File: src/rtl/rws_pkg.sv
// Shared types, constants and quality mapping for the signal-strength window statistics block.
package rws_pkg;

    // Input opcodes (carried on tuser)
    localparam logic OP_ADD     = 1'b0;
    localparam logic OP_RESTART = 1'b1;

    // Trend codes
    localparam logic [1:0] TREND_COLLECT  = 2'd0;
    localparam logic [1:0] TREND_STABLE   = 2'd1;
    localparam logic [1:0] TREND_STRONGER = 2'd2;
    localparam logic [1:0] TREND_WEAKER   = 2'd3;

    // Quality classes
    localparam logic [1:0] CLASS_WEAK      = 2'd0;
    localparam logic [1:0] CLASS_FAIR      = 2'd1;
    localparam logic [1:0] CLASS_GOOD      = 2'd2;
    localparam logic [1:0] CLASS_EXCELLENT = 2'd3;

    // dBm breakpoints
    localparam logic signed [7:0] RSSI_FLOOR     = -8'sd100;
    localparam logic signed [7:0] RSSI_CEIL      = -8'sd50;
    localparam logic signed [7:0] RSSI_EXCELLENT = -8'sd55;
    localparam logic signed [7:0] RSSI_GOOD      = -8'sd65;
    localparam logic signed [7:0] RSSI_FAIR      = -8'sd75;
    localparam logic [6:0]        QUALITY_FULL   = 7'd100;

    // Fewest held samples before a trend is formed
    localparam int TREND_MIN_SAMPLES = 6;

    // Result beat, last field in the lowest bits
    typedef struct packed {
        logic [6:0]        pad;
        logic [5:0]        sample_count;
        logic [1:0]        trend_state;
        logic [1:0]        quality_class;
        logic [6:0]        quality_percent;
        logic [7:0]        range_db;
        logic signed [7:0] average_rssi;
        logic signed [7:0] max_rssi;
        logic signed [7:0] min_rssi;
        logic signed [7:0] current_rssi;
    } t_result;

    function automatic logic [6:0] f_quality(input logic signed [7:0] v);
        logic signed [8:0] t;
        logic [6:0]        q;
        t = 9'(v) + 9'sd100;
        if (v <= RSSI_FLOOR) begin
            q = 7'd0;
        end else if (v >= RSSI_CEIL) begin
            q = QUALITY_FULL;
        end else begin
            q = {t[5:0], 1'b0};
        end
        return q;
    endfunction

    function automatic logic [1:0] f_class(input logic signed [7:0] v);
        logic [1:0] c;
        if (v >= RSSI_EXCELLENT) begin
            c = CLASS_EXCELLENT;
        end else if (v >= RSSI_GOOD) begin
            c = CLASS_GOOD;
        end else if (v >= RSSI_FAIR) begin
            c = CLASS_FAIR;
        end else begin
            c = CLASS_WEAK;
        end
        return c;
    endfunction

endpackage

File: src/rtl/rws_div.sv
// Restoring signed divider, one quotient bit per cycle, truncating toward zero.
module rws_div #(
    parameter int NUM_W = 14,
    parameter int DEN_W = 6
) (
    input  logic                    i_clk,
    input  logic                    i_rst_n,
    input  logic                    i_start,
    input  logic signed [NUM_W-1:0] i_num,
    input  logic        [DEN_W-1:0] i_den,
    output logic                    o_done,
    output logic signed [NUM_W-1:0] o_quot
);
    import rws_pkg::*;

    localparam int CW = $clog2(NUM_W + 1);

    logic             r_busy;
    logic             r_done;
    logic [CW-1:0]    r_cnt;
    logic [DEN_W-1:0] r_rem;
    logic [DEN_W-1:0] r_den;
    logic [NUM_W-1:0] r_quo;
    logic             r_neg;

    logic [DEN_W:0]   trial;
    logic             fits;
    logic [DEN_W:0]   diff;

    assign trial = {r_rem, r_quo[NUM_W-1]};
    assign fits  = trial >= {1'b0, r_den};
    assign diff  = trial - {1'b0, r_den};

    always_ff @(posedge i_clk) begin
        if (!i_rst_n) begin
            r_busy <= 1'b0;
            r_done <= 1'b0;
        end else begin
            r_done <= 1'b0;
            if (i_start) begin
                r_busy <= 1'b1;
                r_cnt  <= CW'(NUM_W);
                r_rem  <= '0;
                r_den  <= i_den;
                r_neg  <= i_num[NUM_W-1];
                r_quo  <= i_num[NUM_W-1] ? NUM_W'(-i_num) : NUM_W'(i_num);
            end else if (r_busy) begin
                r_rem <= fits ? diff[DEN_W-1:0] : trial[DEN_W-1:0];
                r_quo <= {r_quo[NUM_W-2:0], fits};
                r_cnt <= r_cnt - CW'(1);
                if (r_cnt == CW'(1)) begin
                    r_busy <= 1'b0;
                    r_done <= 1'b1;
                end
            end
        end
    end

    assign o_done = r_done;
    assign o_quot = r_neg ? -$signed(r_quo) : $signed(r_quo);

endmodule

File: src/rtl/rws_scan.sv
// History ring memory with write pointer, fill count and a sequential statistics scan.
module rws_scan #(
    parameter int HISTORY_DEPTH = 32,
    parameter int TREND_WINDOW  = 10,
    localparam int CNT_W  = $clog2(HISTORY_DEPTH + 1),
    localparam int NW     = $clog2(TREND_WINDOW + 1),
    localparam int SUM_W  = 8 + CNT_W,
    localparam int TSUM_W = 8 + NW
) (
    input  logic                     i_clk,
    input  logic                     i_rst_n,
    input  logic                     i_start,
    input  logic                     i_clear,
    input  logic signed [7:0]        i_sample,
    output logic                     o_done,
    output logic        [CNT_W-1:0]  o_count,
    output logic signed [SUM_W-1:0]  o_sum,
    output logic signed [7:0]        o_min,
    output logic signed [7:0]        o_max,
    output logic signed [TSUM_W-1:0] o_old_sum,
    output logic signed [TSUM_W-1:0] o_new_sum,
    output logic        [NW-1:0]     o_half,
    output logic        [NW-1:0]     o_rest
);
    import rws_pkg::*;

    localparam int AW = $clog2(HISTORY_DEPTH);

    logic [7:0] mem [HISTORY_DEPTH];

    logic [CNT_W-1:0]        r_count;
    logic [AW-1:0]           r_wp;
    logic                    r_busy;
    logic [CNT_W-1:0]        r_idx;
    logic [AW-1:0]           r_addr;
    logic                    r_p_vld;
    logic [CNT_W-1:0]        r_p_idx;
    logic [7:0]              r_rdata;
    logic                    r_done;
    logic signed [SUM_W-1:0] r_sum;
    logic signed [7:0]       r_min;
    logic signed [7:0]       r_max;
    logic signed [TSUM_W-1:0] r_old;
    logic signed [TSUM_W-1:0] r_new;

    logic [AW-1:0]    wr_addr;
    logic [CNT_W-1:0] n_count;
    logic [AW-1:0]    n_wp;
    logic [CNT_W-1:0] last_idx;
    logic [NW-1:0]    win_n;
    logic [NW-1:0]    win_half;
    logic [CNT_W-1:0] win_first;
    logic [CNT_W-1:0] win_split;
    logic signed [7:0] v;

    // Write slot, new fill count and new pointer for an incoming sample
    always_comb begin
        wr_addr = i_clear ? '0 : r_wp;
        if (i_clear) begin
            n_count = CNT_W'(1);
        end else if (r_count == CNT_W'(HISTORY_DEPTH)) begin
            n_count = r_count;
        end else begin
            n_count = r_count + CNT_W'(1);
        end
        n_wp = (wr_addr == AW'(HISTORY_DEPTH - 1)) ? '0 : wr_addr + AW'(1);
    end

    // Trend window bounds in chronological scan order
    always_comb begin
        last_idx  = r_count - CNT_W'(1);
        win_n     = (32'(r_count) < TREND_WINDOW) ? NW'(r_count) : NW'(TREND_WINDOW);
        win_half  = win_n >> 1;
        win_first = r_count - CNT_W'(win_n);
        win_split = win_first + CNT_W'(win_half);
        v         = $signed(r_rdata);
    end

    always_ff @(posedge i_clk) begin
        if (i_start) begin
            mem[wr_addr] <= i_sample;
        end
        r_rdata <= mem[r_addr];
    end

    always_ff @(posedge i_clk) begin
        if (!i_rst_n) begin
            r_count <= '0;
            r_wp    <= '0;
            r_busy  <= 1'b0;
            r_p_vld <= 1'b0;
            r_done  <= 1'b0;
        end else begin
            r_p_vld <= r_busy;
            r_p_idx <= r_idx;
            r_done  <= 1'b0;
            if (i_start) begin
                r_count <= n_count;
                r_wp    <= n_wp;
                r_busy  <= 1'b1;
                r_idx   <= '0;
                // oldest entry: slot after the newest once the ring is full
                r_addr  <= (n_count == CNT_W'(HISTORY_DEPTH)) ? n_wp : '0;
                r_sum   <= '0;
                r_min   <= 8'sd127;
                r_max   <= -8'sd128;
                r_old   <= '0;
                r_new   <= '0;
            end else begin
                if (r_busy) begin
                    r_idx  <= r_idx + CNT_W'(1);
                    r_addr <= (r_addr == AW'(HISTORY_DEPTH - 1)) ? '0 : r_addr + AW'(1);
                    if (r_idx == last_idx) begin
                        r_busy <= 1'b0;
                    end
                end
                if (r_p_vld) begin
                    r_sum <= r_sum + SUM_W'(v);
                    if (v < r_min) begin
                        r_min <= v;
                    end
                    if (v > r_max) begin
                        r_max <= v;
                    end
                    if (r_p_idx >= win_first) begin
                        if (r_p_idx < win_split) begin
                            r_old <= r_old + TSUM_W'(v);
                        end else begin
                            r_new <= r_new + TSUM_W'(v);
                        end
                    end
                    if (r_p_idx == last_idx) begin
                        r_done <= 1'b1;
                    end
                end
            end
        end
    end

    assign o_done    = r_done;
    assign o_count   = r_count;
    assign o_sum     = r_sum;
    assign o_min     = r_min;
    assign o_max     = r_max;
    assign o_old_sum = r_old;
    assign o_new_sum = r_new;
    assign o_half    = win_half;
    assign o_rest    = win_n - win_half;

    a_count_bound: assert property (@(posedge i_clk) disable iff (!i_rst_n)
        32'(r_count) <= HISTORY_DEPTH)
        else $error("fill count beyond history depth");

    a_scan_nonempty: assert property (@(posedge i_clk) disable iff (!i_rst_n)
        r_busy |-> r_count != '0)
        else $error("scan running over empty history");

    a_done_pulse: assert property (@(posedge i_clk) disable iff (!i_rst_n)
        r_done |=> !r_done && !r_p_vld)
        else $error("scan done not a single pulse");

endmodule

File: src/rtl/rssi_window_statistics.sv
// Top level of the sliding-window signal-strength statistics block.
// One sample per input beat is written into a ring history held in a
// single-port-write, registered-read memory; a restart opcode (tuser high)
// empties the history before the sample goes in. The block then scans the
// held samples oldest first, one memory read per cycle, to gather sum,
// minimum, maximum and the two trend half sums, and runs up to three
// divisions (window average, older and newer half averages) through one
// shared restoring divider that retires one quotient bit per cycle. The
// divider width is 14 at the default depth of 32; with fewer than six held
// samples the two trend divisions are skipped. The scan length and the
// divider width set how long an item takes. The next sample is taken as
// soon as the current result has moved into the output register, even if
// that result has not yet been taken downstream. The trend threshold
// register may be written at any time the block is idle and takes effect
// on the next sample.
module rssi_window_statistics #(
    parameter int HISTORY_DEPTH = 32,
    parameter int TREND_WINDOW  = 10
) (
    input  logic        i_clk,
    input  logic        i_rst_n,
    // configuration: trend threshold
    input  logic        i_cfg_we,
    input  logic [5:0]  i_cfg_wdata,
    // sample input
    input  logic        s_axis_tvalid,
    output logic        s_axis_tready,
    input  logic [7:0]  s_axis_tdata,   // [7:0] rssi
    input  logic        s_axis_tuser,   // [0] opcode
    // result output
    output logic        m_axis_tvalid,
    input  logic        m_axis_tready,
    output logic [63:0] m_axis_tdata    // [7:0] current_rssi, [15:8] min_rssi,
                                        // [23:16] max_rssi, [31:24] average_rssi,
                                        // [39:32] range_db, [46:40] quality_percent,
                                        // [48:47] quality_class, [50:49] trend_state,
                                        // [56:51] sample_count, [63:57] zero
);
    import rws_pkg::*;

    localparam int CNT_W  = $clog2(HISTORY_DEPTH + 1);
    localparam int NW     = $clog2(TREND_WINDOW + 1);
    localparam int SUM_W  = 8 + CNT_W;
    localparam int TSUM_W = 8 + NW;
    localparam int DIV_W  = (SUM_W > TSUM_W) ? SUM_W : TSUM_W;
    localparam int DEN_W  = (CNT_W > NW) ? CNT_W : NW;

    typedef enum logic [2:0] {
        S_IDLE,
        S_SCAN,
        S_DIV_AVG,
        S_DIV_OLD,
        S_DIV_NEW,
        S_OUT
    } t_state;

    t_state                  r_state;
    logic [5:0]              r_thr;
    logic signed [7:0]       r_cur;
    logic signed [7:0]       r_avg;
    logic signed [7:0]       r_old_avg;
    logic [1:0]              r_trend;
    logic                    r_div_start;
    logic signed [DIV_W-1:0] r_div_num;
    logic [DEN_W-1:0]        r_div_den;
    logic                    r_m_valid;
    t_result                 r_m_data;

    logic                     accept;
    logic                     scan_done;
    logic [CNT_W-1:0]         scan_count;
    logic signed [SUM_W-1:0]  scan_sum;
    logic signed [7:0]        scan_min;
    logic signed [7:0]        scan_max;
    logic signed [TSUM_W-1:0] scan_old;
    logic signed [TSUM_W-1:0] scan_new;
    logic [NW-1:0]            scan_half;
    logic [NW-1:0]            scan_rest;
    logic                     div_done;
    logic signed [DIV_W-1:0]  div_quot;
    logic signed [7:0]        quot8;
    logic signed [8:0]        trend_diff;
    logic signed [8:0]        thr_s;
    logic [1:0]               trend_code;
    logic                     out_load;
    t_result                  result;

    assign s_axis_tready = (r_state == S_IDLE);
    assign accept        = s_axis_tvalid && s_axis_tready;

    rws_scan #(
        .HISTORY_DEPTH (HISTORY_DEPTH),
        .TREND_WINDOW  (TREND_WINDOW)
    ) u_scan (
        .i_clk     (i_clk),
        .i_rst_n   (i_rst_n),
        .i_start   (accept),
        .i_clear   (s_axis_tuser == OP_RESTART),
        .i_sample  ($signed(s_axis_tdata)),
        .o_done    (scan_done),
        .o_count   (scan_count),
        .o_sum     (scan_sum),
        .o_min     (scan_min),
        .o_max     (scan_max),
        .o_old_sum (scan_old),
        .o_new_sum (scan_new),
        .o_half    (scan_half),
        .o_rest    (scan_rest)
    );

    rws_div #(
        .NUM_W (DIV_W),
        .DEN_W (DEN_W)
    ) u_div (
        .i_clk   (i_clk),
        .i_rst_n (i_rst_n),
        .i_start (r_div_start),
        .i_num   (r_div_num),
        .i_den   (r_div_den),
        .o_done  (div_done),
        .o_quot  (div_quot)
    );

    // Averages of samples always fit in eight bits
    assign quot8 = $signed(div_quot[7:0]);

    // Newer half average against older half average
    always_comb begin
        trend_diff = 9'(quot8) - 9'(r_old_avg);
        thr_s      = $signed({3'b000, r_thr});
        if (trend_diff >= thr_s) begin
            trend_code = TREND_STRONGER;
        end else if (trend_diff <= -thr_s) begin
            trend_code = TREND_WEAKER;
        end else begin
            trend_code = TREND_STABLE;
        end
    end

    // Assemble the result beat from held statistics
    always_comb begin
        result                 = '0;
        result.current_rssi    = r_cur;
        result.min_rssi        = scan_min;
        result.max_rssi        = scan_max;
        result.average_rssi    = r_avg;
        result.range_db        = 8'(scan_max - scan_min);
        result.quality_percent = f_quality(r_cur);
        result.quality_class   = f_class(r_cur);
        result.trend_state     = r_trend;
        result.sample_count    = 6'(scan_count);
    end

    assign out_load = (r_state == S_OUT) && (!r_m_valid || m_axis_tready);

    always_ff @(posedge i_clk) begin
        if (!i_rst_n) begin
            r_state     <= S_IDLE;
            r_thr       <= 6'd3;
            r_div_start <= 1'b0;
            r_m_valid   <= 1'b0;
        end else begin
            r_div_start <= 1'b0;
            if (i_cfg_we) begin
                r_thr <= i_cfg_wdata;
            end
            // load a new output beat, else drop the held one once taken
            if (out_load) begin
                r_m_valid <= 1'b1;
            end else if (m_axis_tready) begin
                r_m_valid <= 1'b0;
            end
            case (r_state)
                S_IDLE: begin
                    if (accept) begin
                        r_cur   <= $signed(s_axis_tdata);
                        r_state <= S_SCAN;
                    end
                end
                S_SCAN: begin
                    if (scan_done) begin
                        r_div_start <= 1'b1;
                        r_div_num   <= DIV_W'(scan_sum);
                        r_div_den   <= DEN_W'(scan_count);
                        r_state     <= S_DIV_AVG;
                    end
                end
                S_DIV_AVG: begin
                    if (div_done) begin
                        r_avg <= quot8;
                        if (32'(scan_count) < TREND_MIN_SAMPLES) begin
                            r_trend <= TREND_COLLECT;
                            r_state <= S_OUT;
                        end else begin
                            r_div_start <= 1'b1;
                            r_div_num   <= DIV_W'(scan_old);
                            r_div_den   <= DEN_W'(scan_half);
                            r_state     <= S_DIV_OLD;
                        end
                    end
                end
                S_DIV_OLD: begin
                    if (div_done) begin
                        r_old_avg   <= quot8;
                        r_div_start <= 1'b1;
                        r_div_num   <= DIV_W'(scan_new);
                        r_div_den   <= DEN_W'(scan_rest);
                        r_state     <= S_DIV_NEW;
                    end
                end
                S_DIV_NEW: begin
                    if (div_done) begin
                        r_trend <= trend_code;
                        r_state <= S_OUT;
                    end
                end
                S_OUT: begin
                    if (out_load) begin
                        r_m_data  <= result;
                        r_state   <= S_IDLE;
                    end
                end
                default: begin
                    r_state <= S_IDLE;
                end
            endcase
        end
    end

    assign m_axis_tvalid = r_m_valid;
    assign m_axis_tdata  = r_m_data;

    a_busy_after_accept: assert property (@(posedge i_clk) disable iff (!i_rst_n)
        accept |=> !s_axis_tready)
        else $error("ready held after accepting a sample");

    a_scan_done_state: assert property (@(posedge i_clk) disable iff (!i_rst_n)
        scan_done |-> r_state == S_SCAN)
        else $error("scan finished outside scan wait");

    a_div_done_state: assert property (@(posedge i_clk) disable iff (!i_rst_n)
        div_done |-> (r_state == S_DIV_AVG || r_state == S_DIV_OLD ||
                      r_state == S_DIV_NEW))
        else $error("division finished outside a division state");

endmodule

File: config.mk
export PLATFORM = sky130hd
export DESIGN_NAME = rssi_window_statistics
export DESIGN_NICKNAME = d
export VERILOG_FILES = /design/src/rtl/rws_pkg.sv /design/src/rtl/rws_div.sv /design/src/rtl/rws_scan.sv /design/src/rtl/rssi_window_statistics.sv
export SDC_FILE = /design/constraint.sdc
export NUM_CORES = 1
export LEC_CHECK = 0
export BUFFER_PORTS_ARGS = -buffer_cell sky130_fd_sc_hd__buf_2
export CAP_MARGIN = 20
export CORE_MARGIN = 5
export CORE_UTILIZATION = 62
export DETAILED_ROUTE_END_ITERATION = 7
export PLACE_DENSITY = 0.8
export SLEW_MARGIN = 10
export SYNTH_ARGS = -nofsm -noshare
export SYNTH_HDL_FRONTEND = slang
export SYNTH_SLANG_ARGS = --single-unit
File: constraint.sdc
create_clock -name i_clk -period 4.9 [get_ports i_clk]
set_input_delay 0.735 -clock i_clk [delete_from_list [all_inputs] [get_ports i_clk]]
set_output_delay 0.735 -clock i_clk [all_outputs]
set_load 0.005 [all_outputs]
==> results of run 1 <==
Yosys cell counts (9+ instances only):
master | instances | share of area [%]
o21a_1 | 25 | 0.80
nor2b_1 | 40 | 1.1
nand2b_1 | 21 | 0.56
mux2i_1 | 20 | 0.85
o21ai_0 | 70 | 1.5
o211ai_1 | 13 | 0.41
mux2_2 | 12 | 0.57
mux4_2 | 81 | 7.7
ha_1 | 120 | 6.4
buf_1 | 9 | 0.14
edfxtp_1 | 460 | 59
nor3_1 | 29 | 0.62
a21oi_1 | 66 | 1.4
inv_1 | 86 | 1.4
and2_1 | 10 | 0.27
clkbuf_1 | 46 | 0.73
or2_2 | 12 | 0.32
nor2_1 | 129 | 2.1
dfxtp_1 | 35 | 3.0
nand2_1 | 94 | 1.5
xor2_1 | 42 | 1.6
a21o_1 | 18 | 0.57
nand3_1 | 23 | 0.49
xnor2_1 | 48 | 1.8
power by group:
part	internal, W	switching (W)
combinational	0.00123	0.00150
sequential	0.00498	0.000238
clock	0.00216	0.00160
total	0.00836	0.00333
through the flow:
stage               power, W  setup slack (ps)
CTS                   0.0117              1010
floorplan            0.00732              1020
finish                0.0117              1010
detailed placement   0.00798              1010
global placement     0.00786              1200
global route          0.0123               717
registers in the layout, summed over array words and instances (netlist names), 12 cells and up:
| signal | count |
|---|---|
| m_axis_tdata | 56 |
| u_scan.o_sum | 14 |
| r_div_num | 14 |
| u_div.r_quo | 14 |
| u_scan.o_new_sum | 12 |
| u_scan.o_old_sum | 12 |
| u_scan.mem | 256 |
layer usage:
metal  vias up  routed length (um)  GRT usage, %
li1       6483                   -             -
met1      6935               19500          30.5
met2       449               25500          40.9
met3        95                2590          4.05
met4         2                1470          7.70
met5         -                  19             0
how the worst max path moves through the flow:
stage                      start                  end  slack [ps]  cells past startpoint
6_report          u_div.r_quo[0]           r_trend[1]        1010                     16
5_1_grt           u_div.r_quo[0]           r_trend[1]         720                     15
4_1_cts           u_div.r_quo[0]           r_trend[1]        1010                     17
3_5_place_dp      u_div.r_quo[0]           r_trend[1]        1010                     17
3_3_place_gp      u_div.r_quo[0]           r_trend[1]        1200                     17
2_1_floorplan  u_scan.o_count[3]  u_scan.o_old_sum[0]        1020                     17
cell families after synthesis:
logic type	synth area share, %
adder cells (fa/ha/maj)	7.05
flip-flops	61.6
buffers and inverters	2.85
AO/OA/AOI/OAI	7.38
multiplexers	9.17
AND/OR/NAND/NOR	8.57
XOR/XNOR	3.35
other	0.0319
worst min-delay path: cells and delay by family:
kind | cells | cell delay, ps
AO/OA/AOI/OAI | 1 | 70
buffers and inverters | 1 | 70
AND/OR/NAND/NOR | 1 | 50
cell type report:
| type | count | area [um2] |
|---|---|---|
| Fill cell | 2433 | 11600 |
| Multi-Input combinational cell | 1024 | 8400 |
| Sequential cell | 495 | 14500 |
| Clock buffer | 64 | 1350 |
| Tap cell | 511 | 639 |
| Antenna cell | 1 | 2.50 |
| Timing Repair Buffer | 95 | 526 |
| Inverter | 86 | 323 |
| Clock inverter | 29 | 277 |
==> impl_metrics.ini, run 1 <==
[status]
outcome = completed

[critical_path]
rr_endpoint = r_trend[1]
crit_path_top_delay_cell = edfxtp_1
critical_path.max_stage_delay_ps = 410
critPathKind = reg -> reg
start_kind = flip-flop
reg2reg_slack_ps = 1010
worstPathRequired_ps = 5240
endpoint_kind = flip-flop
cp.arrival_ps = 4230
critPathMaxFanout = 5
path_cells = inv_1 -> ha_1 -> nand2b_1 -> xnor2_1 -> ha_1 -> o21a_1 -> o31a_1 -> o21a_1 -> nor2_1 -> xnor2_1 -> ha_1 -> a21oi_1 -> o21ai_0 -> a2111oi_0 -> a311oi_1 -> o21a_1
r2r-start = u_div.r_quo[0]
worstRegToRegCells = 16
critPathTopFamily = compound AO/OA/AOI/OAI gates
critPathBufInv = 1

[grt]
antenna_found_initial = 2
grt.overflow.total = 0
grt_pass1_wl_um = 77100
grt_max_degree = 54
track_usage_pct = 23.5
grt_pass1_vias = 14100

[drt]
vias = 14000
drcViolationCount = 0
viasPerCell = 6.06
post_drt_wl_per_cell_um = 21.3
drt-initial-drc-count = 1104
finalWirelength_um = 49000
ant_nets = 0
drtPass1Iterations = 5

[sta]
tns_ps = 0
fin_hold_ws_ps = 369
layout_min_cycle_time_ps = 3890
rsz0062_at_grt = false
fin_skew_ps = 17.6
fin_crit_sh_pct = 79.5
hold_viol_final = 0
tightest_slew_ps = 1030
setup_viol = 0
max-slew-margin-rel_pct = 31.1
fmax_mhz = 257
drv_slew = 0

[finish]
fin_cells = 2305
final_cell_mix = 460 x edfxtp_1, 129 x nor2_1, 120 x ha_1
final_area_um2 = 26000
nets = 1900
drive_above_1_share_pct = 15.6
syn2layout_area_growth_pct = 10.5
final_common_cell = edfxtp_1
fin_util_pct = 69.3

[synth]
async_flop_share_pct = 0
synth.avg_cell_area_um2 = 14.1
syn_area_um2 = 23600
ys_warn_count = 0
synth_cell_types = 69
yosysSeqAreaShare_pct = 61.6
synthCells = 1671
ys_ff_latch = 495
synthFlopType = edfxtp_1
synth-edff-count = 460

[run]
maxCapViolCount = 0

[placed_design]
routabilityCongestion = 0.805
port_buffers = 77
hpwl_um = 32300
dp_cells = 2209
place_area_um2 = 24400

[cts]
ctsRootBufferMaster = clkbuf_16
cts.repair.resized = 0
htree_levels = 2
cts.clk_slew.worst_paths_ps = 60
cts_buffers = 50
worst_skew_pair.late_latency_ps = 600
cts_hold_buf = 0
post_cts_buffers = 0
cts_buffer_depth = 3
cts_tree = yes
cts_sinks = 495

[min_path]
hold_path_depth = 3
hold_start = i_cfg_wdata[0]
hold_end = r_thr[0]
min_path_type = in -> reg

[power]
peakVddDrop_v = 0.000493
p_per_area_nw_per_um2 = 449
power.leakage_nw = 9.29

[floorplanning]
coreArea_um2 = 37600
die-area_um2 = 42000
row_count = 71
ios = 86
start_util_pct = 62.7
die_height_um = 205
die_x_um = 205
Note: power is estimated with default switching activity, not from simulation.
==> run 2: changes to the inputs <==
- clock period: 4.9 -> 3.9 ns (I/O delays scaled with it)
==> run 2 against run 1 <==
Net effect:
- utilization grew 0.74 points
- via count grew 0.56%
- largest power group unchanged
- wire length shrank 0.18%
- critical path depth shrank 2
- first-iteration DRC count grew 4.1%
- highest routed layer unchanged
- maximum frequency grew 4.2%
- global-route usage is essentially flat
- clock power grew 32%
- largest cell class unchanged
==> impl_metrics.ini, run 2 (synthesized netlist as in run 1, its figures left out) <==
[cts]
cts_hold_buf = 0
worst_skew_pair.late_latency_ps = 600
htree_levels = 2
cts_tree = yes
cts_buffer_depth = 3
cts_buffers = 50
cts_sinks = 495
cts.clk_slew.worst_paths_ps = 60
ctsRootBufferMaster = clkbuf_16

[sta]
fmax_mhz = 268
setup_viol = 0
tightest_slew_ps = 1050
fin_skew_ps = 16.0
drv_slew = 0
rsz0062_at_grt = false
hold_viol_final = 0
layout_min_cycle_time_ps = 3740
tns_ps = 0
max-slew-margin-rel_pct = 30.0
fin_crit_sh_pct = 95.8

[grt]
use_met2_pct = 41.4
grt_pass1_vias = 14100
busiest_layer = met2
grt_pass1_wl_um = 76800
met1_usage_pct = 30.4
grt_use_met3_pct = 3.61
grt_max_degree = 68
antenna_found_initial = 1
track_usage_pct = 23.6
grt.overflow.total = 0

[drt]
vias = 14000
viasPerCell = 6.04
finalWirelength_um = 48900
drt-initial-drc-count = 1149
drtPass1Iterations = 5
drcViolationCount = 0
post_drt_wl_per_cell_um = 21.1
ant_nets = 0

[finish]
final_cell_mix = 460 x edfxtp_1, 128 x nor2_1, 120 x ha_1
drive_above_1_share_pct = 17.0
multi_input_area_um2 = 8430
largest_reg_flops = 256
top_register = u_scan.mem
final_common_cell = edfxtp_1
fill_cells = 2435
syn2layout_area_growth_pct = 11.7
nets = 1919
n_antenna_cell = 0
seq_area_um2 = 14500

[power]
p_per_area_nw_per_um2 = 567
peakVddDrop_v = 0.000481
clkPwrFrac_pct = 33.3
switching_power_w = 0.00419
p_int_w = 0.0107
power.leakage_nw = 9.46
switching_share_pct = 28.1
finalPower_w = 0.0149
seq_power_share_pct = 43.9
comb_power_share_pct = 22.8

[run]
maxCapViolCount = 0

[critical_path]
reg2reg_slack_ps = 160
worstPathRequired_ps = 4260
critPathMaxFanout = 7
rr_endpoint = r_trend[1]
worstRegToRegCells = 14
start_kind = flip-flop
endpoint_kind = flip-flop
critPathKind = reg -> reg
cp.arrival_ps = 4100
r2r-start = u_div.r_quo[1]

[floorplanning]
coreArea_um2 = 37600
start_util_pct = 62.7
die_x_um = 205
die_height_um = 205
row_count = 71
die-area_um2 = 42000
ios = 86

[min_path]
min_path_type = in -> reg
hold_path_depth = 3
hold_start = i_cfg_wdata[1]
hold_end = r_thr[1]

[placed_design]
port_buffers = 77
routabilityCongestion = 0.843
hpwl_um = 31800

[status]
outcome = completed
[run 2: changes by cell type in the layout (fill, tap and decap cells not counted), moves of 2 or more]
cell / change
buf_12: +2
buf_4: +19
bufinv_16: +4
clkinv_1: -5
clkinv_2: +3
clkinvlp_4: -2
inv_6: +2
xnor2_1: -2
xnor2_2: +2
[run 2: metal layers]
metal  part of all wire (%)  up-vias  routed length, um
met2                     52      458              25500
met3                    5.1      102               2500
met4                    3.2        2               1560
li1                       -     6499                  -
met5                  0.014        -                  7
met1                     40     6981              19300
[run 2: what timing repair did]
action                                  CTS  global route
gates resized for setup                   0             7
buffers inserted                          0             7
endpoints found under the setup margin    0             2
[run 2: final cells by class]
cell class	instances	area share, %
multi-input combinational	1024	32.0
sequential	495	55.2
clock buffer	63	4.98
tap	511	2.43
inverter	86	1.23
timing repair buffer	114	2.62
clock inverter	30	1.52
[run 2: per-stage QoR]
stage                     hold slack, ps  std cells  setup WS [ps]  cell area [um2]  utilization [%]
after floorplan                      400       1678           15.6            23600                -
after global placement               402       2223            189            24500             65.2
after detailed placement             405       2223           3.78            24500             65.2
after CTS                            172       2316           21.0            26200             69.8
after global routing                 201       2323           29.2            26300             70.0
final                                198       2323            164            26300             70.0
[run 2: worst max path at each step]
stage	from	endpoint	slack, ps	depth (start not counted)
after CTS	u_div.r_quo[0]	r_trend[1]	20	17
after global routing	u_div.r_quo[1]	r_trend[1]	30	14
after global placement	u_div.r_quo[0]	r_trend[1]	190	17
after floorplan	u_scan.o_count[3]	u_scan.o_old_sum[0]	20	17
final	u_div.r_quo[1]	r_trend[1]	160	14
after detailed placement	u_div.r_quo[0]	r_trend[1]	4	17
[run 2: critical path, cell delays in order (launching register included)]
cell and delay (ps):
edfxtp_1 410, or3_1 440, o31ai_1 320, xnor2_1 240
ha_1 400, o2111ai_1 210, nand3_1 190, and2_1 190
ha_1 320, nand4_1 110, nor2_1 50, a21oi_1 140
a21oi_1 90, a31o_2 220, o21a_1 180
[run 2: power by group through the flow]
stage	registers [W]	clock network (W)	logic, W
detailed placement	0.00667	0	0.00336
floorplan	0.00652	0	0.00267
global route	0.00658	0.00528	0.00381
global placement	0.00665	0	0.00322
finish	0.00656	0.00497	0.00340
CTS	0.00655	0.00504	0.00341
